$ cat src/hdl/bse_pkg.sv
package bse_pkg;

  localparam int unsigned DataW      = 32;
  localparam int unsigned SetSizeDef = 16;

  // One slot of the sorter chain: a value and whether it is present
  typedef struct packed {
    logic                    valid;
    logic signed [DataW-1:0] data;
  } cell_link_t;

  typedef enum logic [2:0] {
    StLoad  = 3'b001,
    StFlush = 3'b010,
    StDrain = 3'b100
  } state_e;

endpackage

$ cat src/hdl/bse_cell.sv
module bse_cell (
  input  logic                clk_i,
  input  logic                rst_ni,
  input  logic                shift_i,
  input  bse_pkg::cell_link_t left_i,
  input  bse_pkg::cell_link_t right_i,
  output bse_pkg::cell_link_t stored_o,
  output bse_pkg::cell_link_t pass_o
);
  import bse_pkg::*;

  cell_link_t stored_q, stored_d;
  cell_link_t pass_q, pass_d;

  always_comb begin
    stored_d       = stored_q;
    pass_d         = left_i;
    pass_d.valid   = 1'b0;
    if (shift_i) begin
      // drain: take the right neighbor's value
      stored_d = right_i;
    end else if (left_i.valid) begin
      if (!stored_q.valid) begin
        stored_d = left_i;
      end else if (left_i.data < stored_q.data) begin
        // keep the smaller, hand the larger onward
        stored_d = left_i;
        pass_d   = stored_q;
      end else begin
        // equal values pass, so earlier arrivals stay ahead
        pass_d = left_i;
      end
    end
  end

  always_ff @(posedge clk_i or negedge rst_ni) begin
    if (!rst_ni) begin
      stored_q <= '0;
      pass_q   <= '0;
    end else begin
      stored_q <= stored_d;
      pass_q   <= pass_d;
    end
  end

  assign stored_o = stored_q;
  assign pass_o   = pass_q;

endmodule

$ cat src/hdl/bubble_sort_engine.sv
// Sorting engine for sets of SET_SIZE signed 32-bit values.
// Input channel: in_valid_i / in_ready_o carry one value_i per transaction.
// After SET_SIZE input transactions the set is complete. The output channel
// (out_valid_o / out_ready_i) then returns the set in ascending order, one
// sorted_value_o per transaction, with last_of_set_o high on the largest
// value. Equal values come out in their arrival order.
// Values enter a chain of SET_SIZE compare-and-keep cells; each cell keeps
// the smaller value and hands the larger one to its right neighbor.
// Each set passes through three phases: loading at one value per cycle, then
// settling while the last value passes through the chain, then draining as
// the chain shifts toward cell 0.
// in_ready_o is low while settling and draining. When the receiver stalls,
// the output register holds its value and the chain stops shifting.
// Reset empties the chain and starts a new set; no results are pending.
module bubble_sort_engine #(
  parameter int unsigned SET_SIZE = bse_pkg::SetSizeDef
) (
  input  logic                             clk_i,
  input  logic                             rst_ni,
  input  logic                             in_valid_i,
  output logic                             in_ready_o,
  input  logic signed [bse_pkg::DataW-1:0] value_i,
  output logic                             out_valid_o,
  input  logic                             out_ready_i,
  output logic signed [bse_pkg::DataW-1:0] sorted_value_o,
  output logic                             last_of_set_o
);
  import bse_pkg::*;

  localparam int unsigned CntW = $clog2(SET_SIZE);

  state_e              state_q, state_d;
  logic [CntW-1:0]     cnt_q, cnt_d;
  logic                out_valid_q, out_valid_d;
  logic signed [DataW-1:0] out_data_q, out_data_d;
  logic                out_last_q, out_last_d;
  logic                shift;
  logic                cnt_end;

  cell_link_t          left   [SET_SIZE];
  cell_link_t          right  [SET_SIZE];
  cell_link_t          stored [SET_SIZE];
  cell_link_t          pass   [SET_SIZE];

  assign in_ready_o = (state_q == StLoad);
  assign cnt_end    = (cnt_q == CntW'(SET_SIZE - 1));
  assign shift      = (state_q == StDrain) && (!out_valid_q || out_ready_i);

  for (genvar i = 0; i < SET_SIZE; i++) begin : g_cell
    if (i == 0) begin : g_first
      assign left[i] = {in_valid_i && in_ready_o, value_i};
    end else begin : g_next
      assign left[i] = pass[i-1];
    end
    if (i == SET_SIZE - 1) begin : g_last
      assign right[i] = '0;
    end else begin : g_inner
      assign right[i] = stored[i+1];
    end

    bse_cell u_cell (
      .clk_i    (clk_i),
      .rst_ni   (rst_ni),
      .shift_i  (shift),
      .left_i   (left[i]),
      .right_i  (right[i]),
      .stored_o (stored[i]),
      .pass_o   (pass[i])
    );
  end

  always_comb begin
    state_d     = state_q;
    cnt_d       = cnt_q;
    out_valid_d = out_valid_q;
    out_data_d  = out_data_q;
    out_last_d  = out_last_q;

    if (out_valid_q && out_ready_i) begin
      out_valid_d = 1'b0;
    end

    unique case (state_q)
      StLoad: begin
        if (in_valid_i) begin
          if (cnt_end) begin
            cnt_d   = '0;
            state_d = StFlush;
          end else begin
            cnt_d = cnt_q + 1'b1;
          end
        end
      end
      StFlush: begin
        // let the last value settle through the chain
        if (cnt_end) begin
          cnt_d   = '0;
          state_d = StDrain;
        end else begin
          cnt_d = cnt_q + 1'b1;
        end
      end
      StDrain: begin
        if (shift) begin
          out_valid_d = 1'b1;
          out_data_d  = stored[0].data;
          out_last_d  = cnt_end;
          if (cnt_end) begin
            cnt_d   = '0;
            state_d = StLoad;
          end else begin
            cnt_d = cnt_q + 1'b1;
          end
        end
      end
      default: begin
        state_d = StLoad;
        cnt_d   = '0;
      end
    endcase
  end

  always_ff @(posedge clk_i or negedge rst_ni) begin
    if (!rst_ni) begin
      state_q     <= StLoad;
      cnt_q       <= '0;
      out_valid_q <= 1'b0;
    end else begin
      state_q     <= state_d;
      cnt_q       <= cnt_d;
      out_valid_q <= out_valid_d;
    end
  end

  always_ff @(posedge clk_i) begin
    out_data_q <= out_data_d;
    out_last_q <= out_last_d;
  end

  assign out_valid_o    = out_valid_q;
  assign sorted_value_o = out_data_q;
  assign last_of_set_o  = out_last_q;

endmodule

$ cat config.mk
export PLATFORM = sky130hd
export DESIGN_NAME = bubble_sort_engine
export DESIGN_NICKNAME = d
export VERILOG_FILES = /design/src/hdl/bse_pkg.sv /design/src/hdl/bse_cell.sv /design/src/hdl/bubble_sort_engine.sv
export SDC_FILE = /design/constraint.sdc
export NUM_CORES = 2
export LEC_CHECK = 0
export ABC_AREA = 1
export BUFFER_PORTS_ARGS = -buffer_cell sky130_fd_sc_hd__buf_4
export CAP_MARGIN = 0
export CORE_ASPECT_RATIO = 0.8
export CORE_UTILIZATION = 55
export CTS_BUF_LIST = sky130_fd_sc_hd__clkbuf_8
export DETAILED_ROUTE_END_ITERATION = 7
export GPL_TIMING_DRIVEN = 0
export PLACE_DENSITY = 0.69
export SYNTH_ARGS = -nofsm -noshare
export SYNTH_HDL_FRONTEND = slang
export SYNTH_SLANG_ARGS = --single-unit
$ cat constraint.sdc
create_clock -name clk_i -period 3.28 [get_ports clk_i]
set_input_delay 0.328 -clock clk_i [delete_from_list [all_inputs] [get_ports clk_i]]
set_output_delay 0.328 -clock clk_i [all_outputs]
set_load 0.01 [all_outputs]
Yosys cells after proc, flatten, opt, wreduce, memory -nomap -nowiden
Index checks and enable logic that the tools add are counted.
{"block": "totals", "register_bits": 1064, "input_bits": 36, "out_inout_bits": 35, "word_cells": 286}
{"block": "classes", "addsub": 1, "magnitude_cmp": 16, "eq_ne": 25, "n_mux": 137, "reduce_logical": 40}
{"op": "$mux W33", "count": 93}
{"op": "$mux W32", "count": 31}
{"op": "$lt A32 B32 Y1", "count": 16}
{"op": "$ne A3 B3 Y1 const B", "count": 15}
{"op": "$reduce_and A2 Y1", "count": 18}
{"op": "$reduce_bool A2 Y1", "count": 16}
{"op": "$mux W3", "count": 5}
{"op": "$mux W4", "count": 3}
{"op": "$pmux W4 S3", "count": 1}
{"op": "$pmux W3 S3", "count": 1}
{"op": "$ne A2 B2 Y1 const B", "count": 3}
{"op": "$reduce_and A5 Y1", "count": 1}
{"op": "$add A4 B1 Y4 const B", "count": 1}
{"op": "$eq A4 B4 Y1 const B", "count": 1}
{"op": "$ne A2 B1 Y1 const B", "count": 2}
{"op": "$eq A3 B1 Y1 const B", "count": 1}
{"op": "$eq A3 B2 Y1 const B", "count": 1}
{"op": "$eq A3 B3 Y1 const B", "count": 1}
{"op": "$logic_and A1 B1 Y1", "count": 3}
{"op": "$mux W1", "count": 3}
{"op": "$ne A3 B2 Y1 const B", "count": 1}
{"op": "$logic_not A1 Y1", "count": 1}
{"op": "$logic_or A1 B1 Y1", "count": 1}

Longest topological paths before layout
{"block": "logic_depth", "ltp_word": 5, "ltp_mapped": 19, "mapped_depth_nobuf": 18}

Modules after synthesis
Synthesis repeated with hierarchy kept, for this count alone.
{"block": "hier_totals", "hier_cells": 8001, "hier_area_um2": 67275.8}
{"module": "bse_cell (g_cell[0].u_cell ...)", "instances": 13, "cells_per_inst": 494, "area_per_inst_um2": 4108.9, "seq_area_each_um2": 1651.6}
{"module": "bse_cell (g_cell[7].u_cell ...)", "instances": 2, "cells_per_inst": 494, "area_per_inst_um2": 4096.4, "seq_area_each_um2": 1651.6}
{"module": "bse_cell (g_cell[9].u_cell)", "instances": 1, "cells_per_inst": 493, "area_per_inst_um2": 4195.3, "seq_area_each_um2": 1651.6}
{"module": "bubble_sort_engine", "instances": 1, "cells_per_inst": 98, "area_per_inst_um2": 1471.4, "seq_area_each_um2": 1192.4}

Worst setup path after synthesis
OpenSTA, ideal clock, no wires.
{"block": "synth_path", "path_type": "reg2reg", "start": "register state_q[1]", "end": "register g_cell[10].u_cell.stored_q, in the netlist g_cell[10].u_cell.stored_o[28]", "setup_time_ns": 0.118, "arrival_time_ns": 2.544, "required_time_ns": 3.162, "path_slack_ns": 0.618, "stages_incl_launch_ff": 10, "path_buffers": 3, "period_less_slack_ns": 2.662, "cell_sequence": "dfrtp_1 nor3_4 inv_2 nor2_4 buf_4 buf_2 clkbuf_1 o21ai_0 nand3_1 nand2_1"}
{"block": "synth_via", "elab_chain_len": 4, "word_cells_on_any_way": 6, "cone_classes": "eq/ne: 2; mux: 1; reduce/logical: 3"}
{"element": "start: declaration", "line": "bubble_sort_engine.sv:32", "text": "state_e state_q, state_d;"}
{"element": "start signal: assignment", "line": "bubble_sort_engine.sv:125", "text": "state_q <= StLoad;"}
{"element": "start signal: assignment", "line": "bubble_sort_engine.sv:129", "text": "state_q <= state_d;"}
{"element": "$eq A3 B3 Y1 (*)", "line": "bubble_sort_engine.sv:47", "text": "assign shift = (state_q == StDrain) && (!out_valid_q || out_ready_i);"}
{"element": "$logic_and A1 B1 Y1 (*)", "line": "bubble_sort_engine.sv:47"}
{"element": "$ne A3 B3 Y1 (no line) or $reduce_bool A2 Y1 (tied branches)"}
{"element": "$reduce_and A2 Y1 (no line)"}
{"element": "end signal: assignment", "line": "bse_cell.sv:41", "text": "stored_q <= stored_d;"}
{"element": "end: declaration", "line": "bse_cell.sv:12", "text": "cell_link_t stored_q, stored_d;"}
Mark *: on every way between the ends. The rest lies on a longest branch, timed or not.
A chain may end at the register's enable or synchronous reset.

Worst setup path in the final report
{"block": "layout_path", "start": "register state_q[0]", "end": "register g_cell[6].u_cell.stored_q, in the netlist g_cell[6].u_cell.stored_o[32]"}
{"block": "layout_via", "elab_chain_len": 3, "word_cells_on_any_way": 4, "cone_classes": "eq/ne: 1; mux: 1; reduce/logical: 2"}
{"element": "$eq A3 B3 Y1 (*)", "line": "bubble_sort_engine.sv:47"}
{"element": "$logic_and A1 B1 Y1 (*)", "line": "bubble_sort_engine.sv:47"}
{"element": "$mux W33 or $reduce_bool A2 Y1 (tied branches)"}
{"element": "end signal: assignment", "line": "bse_cell.sv:41"}
{"element": "end: declaration", "line": "bse_cell.sv:12"}
Marked as above.

==> results.sh <==
export IMPL_synth_common_cells="nand2_1, dfrtp_1, inv_1, o21ai_0, nand3_1"
export IMPL_postCtsSetupBuffers=0
export IMPL_routed_wl_um=178000
export IMPL_yosysTopAreaCellShare_pct=43.5
export IMPL_synth_most_common_cell="nand2_1"
export IMPL_r2r_start="state_q[0]"
export IMPL_clk_latency_ps=920
export IMPL_postSynth_asyncResetShare_pct=96.9
export IMPL_clockBufferDepth=3
export IMPL_dieArea_um2=109000
export IMPL_cts_buffers=175
export IMPL_finalHoldViolCount=0
export IMPL_htreeDepth=4
export IMPL_grtUsageTotal_pct=32.8
export IMPL_violations="DRC, setup timing"
export IMPL_rows=107
export IMPL_grt_overflow_total=0
export IMPL_worstHoldPathType="in2async"
export IMPL_synth_ff_type="dfrtp_1"
export IMPL_vias=52600
export IMPL_die_h_um=295
export IMPL_die_w_um=369
export IMPL_synth_top_area_cell="dfrtp_1"
export IMPL_grt_pass1_vias=50600
export IMPL_fill_cells=9540
export IMPL_status="finished, violations left"
export IMPL_startpoint_type="register"
export IMPL_setup_tns_ps=-0.786
export IMPL_dp_hpwl_um=135000
export IMPL_clk_pin_slew_worst_paths_ps=60
export IMPL_first_pass_iters=8
export IMPL_fin_crit_sh_pct=100
export IMPL_maxSlewHeadroom_pct=16.6
export IMPL_timing_rr_end="g_cell[6].u_cell.stored_o[32]"
export IMPL_instances_no_fill=9514
export IMPL_max_vdd_ir_drop_mv=0.607
export IMPL_worstPathMaxFanout=10
export IMPL_ant_nets=0
export IMPL_antenna_found_initial=3
export IMPL_synth_cells=7661
export IMPL_areaGrowthSynthToFinish_pct=11.3
export IMPL_worst_pin_slew_ps=1250
export IMPL_total_power_mw=70.0
export IMPL_core_um2=107000
export IMPL_gp_congestion=0.930
export IMPL_clock_sink_count=1064
export IMPL_worstRegToRegCells=10
export IMPL_drt_wirelength_per_cell_um=18.7
export IMPL_grt_max_degree=169
export IMPL_rsz0062_at_grt="false"
export IMPL_startpoint="state_q[0]"
export IMPL_period_minus_slack_ps=3280
export IMPL_leakage_nw=35.7
export IMPL_synth_area_leaders="dfrtp_1, nand2_1, ha_1"
export IMPL_setup_viol=1
export IMPL_fin_nets=8485
export IMPL_cp_required_ps=4120
export IMPL_synth_edf_count=33
export IMPL_cap_violations=0
export IMPL_start_util_pct=55.5
export IMPL_ff2ff_setup_slack_ps=-0.8
export IMPL_path_class="reg2reg"
export IMPL_cts_tree="yes"
export IMPL_powerDensity_nw_per_um2=1060
export IMPL_syn_area_um2=59200
export IMPL_ys_seq_area_share_pct=45.3
export IMPL_synth_seq_cells=1064
export IMPL_drc=1
export IMPL_synth_fp_nets=8194
export IMPL_cts_root_buf="clkbuf_8"
export IMPL_yosysUniqueCellTypes=37
export IMPL_dpl_cell_count=9156
export IMPL_vias_per_cell=5.53
export IMPL_port_buffers=70
export IMPL_grt_pass1_wl_um=279000
export IMPL_drt_iter0_markers=5515
export IMPL_crit_arrival_ps=4120
export IMPL_skew_ps=37.9
export IMPL_drive_gt1_share_pct=8.14
export IMPL_endpoint_kind="register"
export IMPL_fin_ws_ps=-0.786
export IMPL_fmax_mhz=305
export IMPL_drv_slew=0
export IMPL_boundaryPins=71
export IMPL_postSynthAreaPerCell_um2=7.73
export IMPL_yosys_warnings=0
[layout make-up]
class / count / area (µm²) / share of cell area (%)
tap: 1417 / 1770 / 2.69
clock buffer: 219 / 3010 / 4.57
clock inverter: 101 / 772 / 1.17
sequential: 1064 / 26800 / 40.7
multi-input combinational: 5318 / 27000 / 41.0
antenna: 2 / 5.00 / 0.00760
buffer: 363 / 1940 / 2.95
timing repair buffer: 114 / 1130 / 1.71
inverter: 916 / 3440 / 5.22
[power by group]
group          switching [mW]  total, mW  leakage, nW  internal [mW]
combinational            21.6       33.1         20.6           11.5
sequential               5.02       24.2         13.0           19.2
clock                    5.81       12.7         2.12           6.86
[critical path, cell delays in order, from the launching register on]
cell	delay, ps
dfstp_2	570
nor3_4	60
inv_2	90
nor2_4	90
inv_2	190
buf_6	240
buf_6	200
buf_2	470
clkbuf_1	820
o21ai_0	310
nand2_1	130
[layer usage]
layer	GRT usage, %	part of all wire (%)
met3	6.72	8.6
met2	49.6	44
met5	0	0
met1	47.5	45
met4	9.68	2.4
[cell usage in the layout, fill, tap and decap left out, types with 219 or more instances in the layout]
| master | instances |
|---|---|
| nor2_1 | 355 |
| nand3_1 | 607 |
| inv_1 | 934 |
| o21ai_0 | 620 |
| dfrtp_1 | 1030 |
| a21oi_1 | 224 |
| clkbuf_8 | 219 |
| nand2_1 | 2576 |
| ha_1 | 497 |
| o21ai_1 | 300 |
[registers in the layout (all words and copies together), names as in the netlist]
name / flops
sorted_value_o: 32
out_valid_o: 1
last_of_set_o: 1
state_q: 3
g_cell.u_cell.stored_o: 528
cnt_q: 4
g_cell.u_cell.pass_o: 495
[worst max path at each step]
stage / end / slack, ps / depth (start not counted)
floorplan: g_cell[10].u_cell.stored_o[28] / 620 / 9
detailed placement: g_cell[6].u_cell.stored_o[32] / 150 / 10
global placement: g_cell[0].u_cell.stored_o[5] / -10660 / 1
global route: g_cell[6].u_cell.stored_o[32] / 3 / 10
finish: g_cell[6].u_cell.stored_o[32] / -0.8 / 10
CTS: g_cell[6].u_cell.stored_o[32] / 130 / 10
[repair_timing]
action                                  in CTS  in global routing
hold buffers                                36                  0
endpoints found under the setup margin       0                  1
resized for setup                            0                  2
hold endpoints to repair                   516                  0
[metrics by stage]
step	worst slack, ps	area (µm²)	utilization, %	hold WS (ps)
after floorplan	618	59200	-	32.4
after CTS	134	65900	61.8	41.1
final	-0.786	65900	61.8	91.1
after global routing	3.02	65900	61.8	97.4
after global placement	-10660	61500	57.7	453
after detailed placement	154	61700	57.9	274
[kinds of logic after synthesis]
logic type,after synthesis,synth area share [%]
flip-flops,1064,45.3
AO/OA/AOI/OAI,1189,10.2
XOR/XNOR,1,0.0148
AND/OR/NAND/NOR,3631,24.9
adder cells (fa/ha/maj),497,10.5
buffers and inverters,1279,9.07
Note: power is estimated with default switching activity, not from simulation.
